## src/sv/alvs_pkg.sv

```systemverilog
// Shared types and constants for the aging LRU victim selector.
// Holds the command codes, the sequencer states and the request and response beats.
// Depends on nothing; every other file of the block but alvs_ram imports it.
package alvs_pkg;

   localparam int LOCK_BITS = 8;

   typedef enum logic [2:0] {
      CMD_INSERT   = 3'd0,
      CMD_REMOVE   = 3'd1,
      CMD_ACCESS   = 3'd2,
      CMD_SET_LOCK = 3'd3,
      CMD_TICK     = 3'd4,
      CMD_SELECT   = 3'd5
   } alvs_cmd_type;

   typedef enum logic [2:0] {
      ST_CLEAR,
      ST_IDLE,
      ST_MODIFY,
      ST_WALK,
      ST_EVICT,
      ST_FINISH
   } alvs_state_type;

   typedef struct packed {
      logic [2:0] command;
      logic [5:0] frame_index;
      logic [7:0] lock_value;
   } alvs_req_type;

   typedef struct packed {
      logic        victim_found;
      logic [5:0]  victim_frame;
      logic [15:0] victim_age;
   } alvs_rsp_type;

endpackage

```

## src/sv/alvs_ram.sv

```systemverilog
// Generic simple dual-port RAM with one write port and one registered read port.
// Self-contained; used for the frame table of the victim selector.
module alvs_ram #(
   parameter int WIDTH = 26,
   parameter int DEPTH = 64
) (
   input  logic                     clock,
   input  logic                     wr_en,
   input  logic [$clog2(DEPTH)-1:0] wr_addr,
   input  logic [WIDTH-1:0]         wr_data,
   input  logic [$clog2(DEPTH)-1:0] rd_addr,
   output logic [WIDTH-1:0]         rd_data
);

   logic [WIDTH-1:0] mem_ff [DEPTH];
   logic [WIDTH-1:0] rd_data_ff;

   always_ff @(posedge clock) begin
      if (wr_en) begin
         mem_ff[wr_addr] <= wr_data;
      end
      rd_data_ff <= mem_ff[rd_addr];
   end

   assign rd_data = rd_data_ff;

endmodule

```

## src/sv/alvs_entry_upd.sv

```systemverilog
// Per-frame update logic: applies one command to one frame table entry.
// Also judges whether the entry beats the best select candidate so far.
// Depends on alvs_pkg for the command codes and the lock width.
module alvs_entry_upd
   import alvs_pkg::*;
#(
   parameter int AGE_BITS = 16
) (
   input  logic [2:0]                     command,
   input  logic [AGE_BITS+LOCK_BITS+1:0]  entry_i,
   input  logic [LOCK_BITS-1:0]           lock_value,
   input  logic [AGE_BITS-1:0]            best_age,
   output logic [AGE_BITS+LOCK_BITS+1:0]  entry_o,
   output logic                           beats_best
);

   localparam int EW = AGE_BITS + LOCK_BITS + 2;

   logic                 res;
   logic                 acc;
   logic [AGE_BITS-1:0]  age;
   logic [LOCK_BITS-1:0] lock;
   logic                 res_o;
   logic                 acc_o;
   logic [AGE_BITS-1:0]  age_o;
   logic [LOCK_BITS-1:0] lock_o;

   assign res  = entry_i[EW-1];
   assign acc  = entry_i[EW-2];
   assign age  = entry_i[EW-3:LOCK_BITS];
   assign lock = entry_i[LOCK_BITS-1:0];

   always_comb begin
      res_o  = res;
      acc_o  = acc;
      age_o  = age;
      lock_o = lock;
      unique case (command)
         CMD_INSERT: begin
            res_o  = 1'b1;
            acc_o  = 1'b0;
            age_o  = '0;
            lock_o = '0;
         end
         CMD_REMOVE: begin
            res_o  = 1'b0;
            acc_o  = 1'b0;
            age_o  = '0;
            lock_o = '0;
         end
         CMD_ACCESS: begin
            acc_o = acc | res;
         end
         CMD_SET_LOCK: begin
            lock_o = lock_value;
         end
         CMD_TICK: begin
            // Accessed frames restart their age; other resident frames grow, saturating.
            if (res && acc) begin
               acc_o = 1'b0;
               age_o = '0;
            end else if (res && (age != '1)) begin
               age_o = age + AGE_BITS'(1);
            end
         end
         default: begin
         end
      endcase
   end

   assign entry_o    = {res_o, acc_o, age_o, lock_o};
   assign beats_best = res && (lock == '0) && (age > best_age);

endmodule

```

## src/sv/aging_lru_victim_select.sv

```systemverilog
// Aging LRU victim selector: frame table in one RAM, walked by a sequencer.
// Insert, remove, access and set lock with an index in range go through the modify state
// to the finish state, which registers the response beat; tick and select walk the RAM,
// one entry per cycle, and select then passes through the evict state. One command is in
// work at a time; the RAM walk sets the rate. Reset is synchronous: it clears control
// state, then a clearing pass writes every RAM entry to zero with req_stall held high.
module aging_lru_victim_select
   import alvs_pkg::*;
#(
   parameter int NUM_FRAMES = 64,
   parameter int AGE_BITS   = 16
) (
   input  logic         clock,
   input  logic         reset,
   input  logic         req_valid,
   output logic         req_stall,
   input  alvs_req_type req_data,
   output logic         rsp_valid,
   input  logic         rsp_stall,
   output alvs_rsp_type rsp_data
);

   localparam int AW = $clog2(NUM_FRAMES);
   localparam int CW = $clog2(NUM_FRAMES + 1);
   localparam int EW = AGE_BITS + LOCK_BITS + 2;
   localparam logic [CW-1:0] CNT_END  = CW'(NUM_FRAMES);
   localparam logic [CW-1:0] CNT_LAST = CW'(NUM_FRAMES - 1);

   // Sequencer and command registers.
   alvs_state_type       state_ff, state_in;
   logic [CW-1:0]        cnt_ff, cnt_in;
   logic [2:0]           cmd_ff, cmd_in;
   logic [AW-1:0]        idx_ff, idx_in;
   logic [LOCK_BITS-1:0] lock_ff, lock_in;
   logic                 idx_ok_ff, idx_ok_in;

   // Walk pipeline: a read issued in one cycle returns its entry in the next.
   logic                 rd_vld_ff, rd_vld_in;
   logic [AW-1:0]        pend_ff, pend_in;

   // Best select candidate found so far.
   logic                 found_ff, found_in;
   logic [AW-1:0]        bidx_ff, bidx_in;
   logic [AGE_BITS-1:0]  bage_ff, bage_in;

   // Output register.
   logic                 rsp_valid_ff, rsp_valid_in;
   alvs_rsp_type         rsp_ff, rsp_in;

   // RAM port and update unit wiring.
   logic                 ram_wen;
   logic [AW-1:0]        ram_waddr;
   logic [EW-1:0]        ram_wdata;
   logic [AW-1:0]        ram_raddr;
   logic [EW-1:0]        ram_rdata;
   logic [EW-1:0]        upd_entry;
   logic                 beats_best;

   logic [31:0]          req_idx_wide;
   logic [AW-1:0]        req_addr;
   logic                 req_idx_ok;
   logic [AW-1:0]        cnt_addr;
   logic [31:0]          bidx_wide;
   logic [31:0]          bage_wide;

   assign req_idx_wide = 32'(req_data.frame_index);
   assign req_addr     = req_idx_wide[AW-1:0];
   assign req_idx_ok   = req_idx_wide < 32'(NUM_FRAMES);
   assign cnt_addr     = cnt_ff[AW-1:0];
   assign bidx_wide    = 32'(bidx_ff);
   assign bage_wide    = 32'(bage_ff);

   alvs_ram #(
      .WIDTH (EW),
      .DEPTH (NUM_FRAMES)
   ) u_table (
      .clock   (clock),
      .wr_en   (ram_wen),
      .wr_addr (ram_waddr),
      .wr_data (ram_wdata),
      .rd_addr (ram_raddr),
      .rd_data (ram_rdata)
   );

   alvs_entry_upd #(
      .AGE_BITS (AGE_BITS)
   ) u_upd (
      .command    (cmd_ff),
      .entry_i    (ram_rdata),
      .lock_value (lock_ff),
      .best_age   (bage_ff),
      .entry_o    (upd_entry),
      .beats_best (beats_best)
   );

   always_ff @(posedge clock) begin
      if (reset) begin
         state_ff     <= ST_CLEAR;
         cnt_ff       <= '0;
         rd_vld_ff    <= 1'b0;
         rsp_valid_ff <= 1'b0;
      end else begin
         state_ff     <= state_in;
         cnt_ff       <= cnt_in;
         rd_vld_ff    <= rd_vld_in;
         rsp_valid_ff <= rsp_valid_in;
      end
      cmd_ff    <= cmd_in;
      idx_ff    <= idx_in;
      lock_ff   <= lock_in;
      idx_ok_ff <= idx_ok_in;
      pend_ff   <= pend_in;
      found_ff  <= found_in;
      bidx_ff   <= bidx_in;
      bage_ff   <= bage_in;
      rsp_ff    <= rsp_in;
   end

   always_comb begin
      state_in     = state_ff;
      cnt_in       = cnt_ff;
      cmd_in       = cmd_ff;
      idx_in       = idx_ff;
      lock_in      = lock_ff;
      idx_ok_in    = idx_ok_ff;
      rd_vld_in    = 1'b0;
      pend_in      = pend_ff;
      found_in     = found_ff;
      bidx_in      = bidx_ff;
      bage_in      = bage_ff;
      rsp_valid_in = rsp_valid_ff && rsp_stall;
      rsp_in       = rsp_ff;
      ram_wen      = 1'b0;
      ram_waddr    = pend_ff;
      ram_wdata    = upd_entry;
      ram_raddr    = cnt_addr;
      req_stall    = (state_ff != ST_IDLE);

      unique case (state_ff)
         ST_CLEAR: begin
            // Zero one entry per cycle after reset.
            ram_wen   = 1'b1;
            ram_waddr = cnt_addr;
            ram_wdata = '0;
            if (cnt_ff == CNT_LAST) begin
               cnt_in   = '0;
               state_in = ST_IDLE;
            end else begin
               cnt_in = cnt_ff + CW'(1);
            end
         end
         ST_IDLE: begin
            // The addressed entry is read speculatively so it is ready next cycle.
            ram_raddr = req_addr;
            if (req_valid) begin
               cmd_in    = req_data.command;
               idx_in    = req_addr;
               lock_in   = req_data.lock_value;
               idx_ok_in = req_idx_ok;
               found_in  = 1'b0;
               bidx_in   = '0;
               bage_in   = '0;
               cnt_in    = '0;
               unique case (req_data.command)
                  CMD_INSERT, CMD_REMOVE, CMD_ACCESS, CMD_SET_LOCK: begin
                     state_in = req_idx_ok ? ST_MODIFY : ST_FINISH;
                  end
                  CMD_TICK, CMD_SELECT: begin
                     state_in = ST_WALK;
                  end
                  default: begin
                     state_in = ST_FINISH;
                  end
               endcase
            end
         end
         ST_MODIFY: begin
            ram_wen   = idx_ok_ff;
            ram_waddr = idx_ff;
            state_in  = ST_FINISH;
         end
         ST_WALK: begin
            // Issue the read for entry cnt while handling the entry read last cycle.
            if (cnt_ff != CNT_END) begin
               cnt_in    = cnt_ff + CW'(1);
               rd_vld_in = 1'b1;
               pend_in   = cnt_addr;
            end
            if (rd_vld_ff) begin
               if (cmd_ff == CMD_TICK) begin
                  ram_wen = 1'b1;
               end
               if ((cmd_ff == CMD_SELECT) && beats_best) begin
                  found_in = 1'b1;
                  bidx_in  = pend_ff;
                  bage_in  = ram_rdata[EW-3:LOCK_BITS];
               end
            end
            if ((cnt_ff == CNT_END) && rd_vld_ff) begin
               state_in = (cmd_ff == CMD_SELECT) ? ST_EVICT : ST_FINISH;
            end
         end
         ST_EVICT: begin
            // The victim had lock count zero, so an all-zero entry is exactly its new state.
            ram_wen   = found_ff;
            ram_waddr = bidx_ff;
            ram_wdata = '0;
            state_in  = ST_FINISH;
         end
         ST_FINISH: begin
            if (!rsp_valid_ff || !rsp_stall) begin
               rsp_valid_in        = 1'b1;
               rsp_in.victim_found = found_ff;
               rsp_in.victim_frame = bidx_wide[5:0];
               rsp_in.victim_age   = bage_wide[15:0];
               state_in            = ST_IDLE;
            end
         end
      endcase
   end

   assign rsp_valid = rsp_valid_ff;
   assign rsp_data  = rsp_ff;

   // A select walk only reads the table.
   assert property (@(posedge clock) disable iff (reset)
      (state_ff == ST_WALK && cmd_ff == CMD_SELECT) |-> !ram_wen)
      else $error("table written during select walk");

   // The walk counter never passes the table size.
   assert property (@(posedge clock) disable iff (reset)
      (state_ff == ST_WALK) |-> (cnt_ff <= CNT_END))
      else $error("walk counter overran");

   // A found victim always has a nonzero age.
   assert property (@(posedge clock) disable iff (reset)
      (state_ff == ST_EVICT && found_ff) |-> (bage_ff != '0))
      else $error("victim with zero age");

   // Reset always starts the clearing pass.
   assert property (@(posedge clock)
      reset |=> (state_ff == ST_CLEAR && cnt_ff == '0))
      else $error("reset did not start clearing pass");

   // A response beat is loaded only from the finish state.
   assert property (@(posedge clock) disable iff (reset)
      (!rsp_valid_ff && rsp_valid_in) |-> (state_ff == ST_FINISH))
      else $error("response loaded outside finish");

endmodule

```

## config.mk

```make
export PLATFORM = sky130hd
export DESIGN_NAME = aging_lru_victim_select
export DESIGN_NICKNAME = d
export VERILOG_FILES = /design/src/sv/alvs_pkg.sv /design/src/sv/alvs_ram.sv /design/src/sv/alvs_entry_upd.sv /design/src/sv/aging_lru_victim_select.sv
export SDC_FILE = /design/constraint.sdc
export NUM_CORES = 2
export LEC_CHECK = 0
export ABC_AREA = 1
export BUFFER_PORTS_ARGS = -buffer_cell sky130_fd_sc_hd__buf_2
export CAP_MARGIN = 0
export CORE_MARGIN = 1.5
export CORE_UTILIZATION = 47
export CTS_BUF_LIST = sky130_fd_sc_hd__clkbuf_16
export DETAILED_ROUTE_END_ITERATION = 12
export REMOVE_ABC_BUFFERS = 1
export SKIP_LAST_GASP = 1
export SYNTH_ARGS = -nofsm -noshare
export SYNTH_HDL_FRONTEND = slang
export SYNTH_HIERARCHICAL = 1
export SYNTH_SLANG_ARGS = --single-unit
```

## constraint.sdc

```tcl
create_clock -name clock -period 12.76 [get_ports clock]
set_input_delay 1.914 -clock clock [delete_from_list [all_inputs] [get_ports clock]]
set_output_delay 1.914 -clock clock [all_outputs]
set_load 0.005 [all_outputs]
```

## Word-level counts from Yosys, hierarchy flattened

Memories as Yosys holds them, arrays and structs flattened. A register that Yosys moved wholly into a read port is not among the register bits.
Cells that the tools add are included.

| operators by class | value |
|---|---|
| mux-type cells | 42 |
| shift operators | 0 |
| bitwise operators | 2 |
| add/subtract/negate cells | 2 |
| reduce and logical (&&, ||, !) cells | 28 |
| div/mod/pow operators | 0 |
| multipliers | 0 |
| eq/ne operators | 27 |
| magnitude comparators | 2 |

Operators with widths:

| operator | number |
|---|---|
| $mux W16 | 5 |
| $pmux W16 S2 | 2 |
| $mux W26 | 1 |
| $mux W6 | 4 |
| $mux W7 | 3 |
| $pmux W7 S3 | 1 |
| $eq A3 B2 Y1 const B | 6 |
| $eq A3 B3 Y1 const B | 6 |
| $pmux W6 S3 | 1 |
| $add A16 B1 Y16 const B | 1 |
| $gt A16 B16 Y1 | 1 |
| $ne A16 B16 Y1 const B | 1 |
| $pmux W8 S2 | 1 |
| $mux W3 | 5 |
| $pmux W3 S5 | 1 |
| $ne A2 B2 Y1 const B | 7 |
| $mux W1 | 12 |
| $pmux W6 S2 | 1 |
| $reduce_or A2 Y1 | 5 |
| $eq A3 B1 Y1 const B | 3 |
| $logic_not A3 Y1 | 3 |
| $logic_not A8 Y1 | 1 |
| $reduce_and A4 Y1 | 2 |
| $add A7 B1 Y7 const B | 1 |
| other kinds (19) | 29 |

| storage, ports and cells | value |
|---|---|
| RAM bits | 1664 |
| word-level logic and storage cells | 119 |
| latch bits | 0 |
| register bits | 82 |
| memories | 1 |
| input port bits | 21 |
| bits in read-only memories | 0 |

Memory list:

| memory | words | bits a word | rd ports | clocked after Yosys merged registers in | wr ports | line | RTL |
|---|---|---|---|---|---|---|---|
| u_table.mem_ff | 64 | 26 | 1 | 1 | 1 | alvs_ram.sv:15 | `logic [WIDTH-1:0] mem_ff [DEPTH];` |

## Longest topological paths before layout

| logic depth | value |
|---|---|
| depth in word-level cells | 7 |
| depth in mapped cells | 18 |
| mapped depth without buffers | 14 |

## By module

The synthesis kept the hierarchy.

Modules (own cells, without submodules):

| module | cells an instance | instances | area each (um^2) |
|---|---|---|---|
| alvs_ram | 5657 | 1 | 67963.9 |
| aging_lru_victim_select | 358 | 1 | 3535.9 |
| alvs_entry_upd | 300 | 1 | 1492.7 |

## Worst setup path after synthesis

Ideal clock, no wire load.

| path | value |
|---|---|
| path kind | register to register |
| from | reg state_ff[1] |
| to | mem u_table.mem_ff[48][0] (enable) |
| arrival | 4.170 ns |
| stages on the path, launching flop included | 9 |
| path buffers | 2 |
| data required time | 12.284 ns |
| setup slack | 8.114 ns |
| period minus slack after synthesis | 4.646 ns |
| path through | dfxtp_1 -> buf_2 -> nand2_2 -> nor2_4 -> inv_1 -> o41ai_1 -> clkbuf_1 -> nand4_1 -> nor4_1 |

| on the way | value |
|---|---|
| longest elaborated chain between the ends | 4 |
| elaborated cells between the ends (all ways) | 8 |

Ends and longest elaborated chain:

| what | line | RTL |
|---|---|---|
| start, declared | aging_lru_victim_select.sv:30 | `alvs_state_type state_ff, state_in;` |
| start signal, assigned | aging_lru_victim_select.sv:103 | `state_ff <= state_in;` |
| $eq A3 B3 Y1 (tied with other cells) | aging_lru_victim_select.sv:139 | `unique case (state_ff)` |
| $pmux W1 S4 * | aging_lru_victim_select.sv:139 |  |
| via ram_wen | aging_lru_victim_select.sv:51 | `logic ram_wen;` |
| $mux W1 * | alvs_ram.sv:19 | `if (wr_en) begin` |
| $mux W1 (implied by the code) * | alvs_ram.sv:20 | `mem_ff[wr_addr] <= wr_data;` |
| end, declared | alvs_ram.sv:15 |  |

The timed path passes the listed nets; every way through them passes the cells marked *.

## Final worst setup path

| path | value |
|---|---|
| from | reg state_ff[0] |
| to | reg u_table.rd_data_ff[19] (netlist: u_table/rd_data[19]) (read register of u_table.mem_ff) |

| on the way | value |
|---|---|
| longest elaborated chain between the ends | 2 |

Ends and longest elaborated chain:

| what | line | RTL |
|---|---|---|
| $eq A3 B1 Y1 | aging_lru_victim_select.sv:139 |  |
| $mux W6 | aging_lru_victim_select.sv:139 |  |
| via ram_raddr[0] | aging_lru_victim_select.sv:54 | `logic [AW-1:0] ram_raddr;` |
| end, declared | alvs_ram.sv:16 | `logic [WIDTH-1:0] rd_data_ff;` |

The timed path passes the listed nets, and every way through them passes these cells.
A chain may end at the register's enable or synchronous reset.

==> qor.yml <==
synth_top_area_cell: "edfxtp_1"
syn-instance-count: 6315
critPathKind: "reg2reg"
antenna_found_initial: 5
ant_nets: 0
seqCellArea_um2: 52800
r2r-start: "state_ff[0]$_SDFFE_PP0P_"
timing.critical_path.from: "state_ff[0]$_SDFFE_PP0P_"
port_buffers: 45
setup_violations: 0
synth_top_area_share_pct: 71.3
cts_sinks: 1771
ys_top_cells_by_area: "edfxtp_1 (71%), nand2_1 (12%), nand3_1 (9.9%), buf_2 (1.2%), dfxtp_1 (1.0%)"
layout_common_cells: "nand2_1 (2267), edfxtp_1 (1733), nand3_1 (1446)"
clkPwrFrac_pct: 23.7
syn_to_final_growth_pct: 10.4
drc: 0
crit_arrival_ps: 7230
critPathRequiredTime_ps: 13470
wire_per_inst_um: 25.2
rsz0062_at_grt: "false"
multiInputGateArea_um2: 18100
path_clk_slew_ps: 60
wirelength_um: 214000
max-slew-margin-rel_pct: 15.5
cts_tree: "built"
clk_path_buf_depth: 3
cp_max_fo: 213
io_pins: 46
core_area_um2: 154000
drive_above_1_share_pct: 8.19
yosys.cell_types.count: 41
max_freq_mhz: 153
first_pass_iters: 6
avgSynthCellArea_um2: 11.6
vdd.ir_drop.worst_v: 0.000245
viasPerCell: 5.72
fillers: 13200
netlist_area_um2: 73000
post-route-min-period_ps: 6520
skew_ps: 30.4
period_share_pct: 51.1
cap_viol_max_count: 0
clkLatencyLatePin_ps: 800
p_comb_share_pct: 38.7
slew_violations: 0
ys_seq_elements: 1771
vias: 48500
grt_first_pass_wirelength_um: 310000
switchingPower_uw: 8610
rows: 144
die_w_um: 397
nNetsFinal: 6323
grt-ovfl-total: 0
tightestPinTransition_ps: 1270
drt_iter0_drc: 5442
crit_path_start_kind: "flip-flop"
ys_seq_area_share_pct: 72.3
postCtsSetupBuffers: 0
gp_congestion: 0.861
hold_violations: 0
start_util_pct: 47.4
grt_util_all_layers_pct: 26.9
power_uw: 20600
layout_commonest_cell: "nand2_1"
cts_inserted_buffers: 180
yosysWarnings: 6
cts_root_buf: "clkbuf_16"
status: "finished, final reports clean"
hp-class: "reg2reg"
min_from: "bage_ff[5]$_SDFFCE_PN0P_"
power_leakage_uw: 0.0295
die_area_um2: 158000
seqPwrFrac_pct: 37.6
htree_levels: 4
swShare_pct: 41.7
hpwl_um: 115000
cp-end-kind: "flip-flop"
die_y_um: 397
grt_max_degree: 215
internal_power_uw: 12000
fin_ws_ps: 6240
grt_pass1_vias: 45200
p_per_area_nw_per_um2: 256
hold_buffers: 0
cts_resized: 0
preCtsSetupSlack_ps: 5610
hold_ws_ps: 451
-- sequential cells by signal (all words and copies together) (netlist names), 6 cells and up --
| register | flops |
|---|---|
| rsp_data | 23 |
| u_table/mem_ff | 1664 |
| u_table/rd_data | 26 |
| cnt_ff | 7 |
| bage_ff | 16 |
| lock_ff | 8 |
| bidx_ff | 6 |
| idx_ff | 6 |
| pend_ff | 6 |
-- path summary, 6_finish.rpt --
| path | depth (start not counted) | endpoint | slack [ps] |
|---|---|---|---|
| worst max-delay path | 16 | u_table/rd_data[19]$_DFF_P_ | 6240 |
| worst min-delay path | 0 | rsp_data[5]$_DFFE_PP_ | 450 |
| worst max register to register | 16 | u_table/rd_data[19]$_DFF_P_ | 6240 |
| worst min register to register | 0 | rsp_data[5]$_DFFE_PP_ | 450 |
-- worst max-delay path: stages, from the launching register on --
cell	delay, ps
dfxtp_1	500
nand2_2	140
nor2_4	510
nand2_1	200
o21ai_4	180
buf_4	870
buf_12	740
buf_4	960
buf_4	890
nand2_1	110
nand3_1	120
nand3_1	100
nand2_1	110
nand2_1	50
nand3_1	110
nand3_1	390
nand2_1	190
-- synthesized netlist by cell type (all sizes together) --
cell type and instances:
inv 140, o2111ai 7, nor3 4, nand2 2278, xnor2 2, nand4 24
nor4 8, clkbuf 62, nand3 1446, edfxtp 1733, buf 317, clkinv 3
xor2 3, o22ai 8, a21oi 23, dfxtp 38, o21ai 21, a31oi 1
o21a 1, o211ai 1, nor2 172, a211oi 1, nand3b 1, and2 1
o41ai 1, ha 19
-- power groups by stage --
stage / Combinational (uW) / Clock (uW) / Sequential (uW)
finish: 7980 / 4890 / 7760
global route: 8630 / 5170 / 7780
CTS: 7940 / 4950 / 7750
detailed placement: 7910 / 0 / 7870
global placement: 7840 / 0 / 7870
floorplan: 5510 / 0 / 7780
-- final cells by class --
class / count / share of cell area [%]
timing repair buffer: 165 / 1.47
clock inverter: 147 / 1.02
antenna: 2 / 0.00621
clock buffer: 184 / 5.71
tap: 2044 / 3.17
sequential: 1771 / 65.5
multi-input combinational: 4022 / 22.4
inverter: 143 / 0.709
-- stage by stage --
stage                     cell area, um^2  cells  utilization (%)  setup TNS (ps)
after floorplan                     70800   5936                -        -2246530
after global placement              75200   8145             48.8               0
after detailed placement            75200   8145             48.8               0
after CTS                           80600   8476             52.3               0
after global routing                80600   8476             52.3               0
final                               80600   8478             52.3               0
-- routing by layer --
metal | vias up | GRT usage, % | share of wire [%]
li1 | 22000 | - | -
met1 | 23900 | 36.9 | 40
met2 | 2225 | 43.2 | 48
met3 | 376 | 4.26 | 8.6
met4 | 0 | 10.0 | 3.8
met5 | - | 0 | 0
-- cells by family after synthesis --
logic type               Yosys count  share of synthesized area, %
adder cells (fa/ha/maj)           19                         0.326
flip-flops                      1771                          72.3
buffers and inverters            522                          3.78
AND/OR/NAND/NOR                 3934                          23.0
XOR/XNOR                           5                        0.0600
AO/OA/AOI/OAI                     64                         0.516
Power figures use the tool's default switching activity.
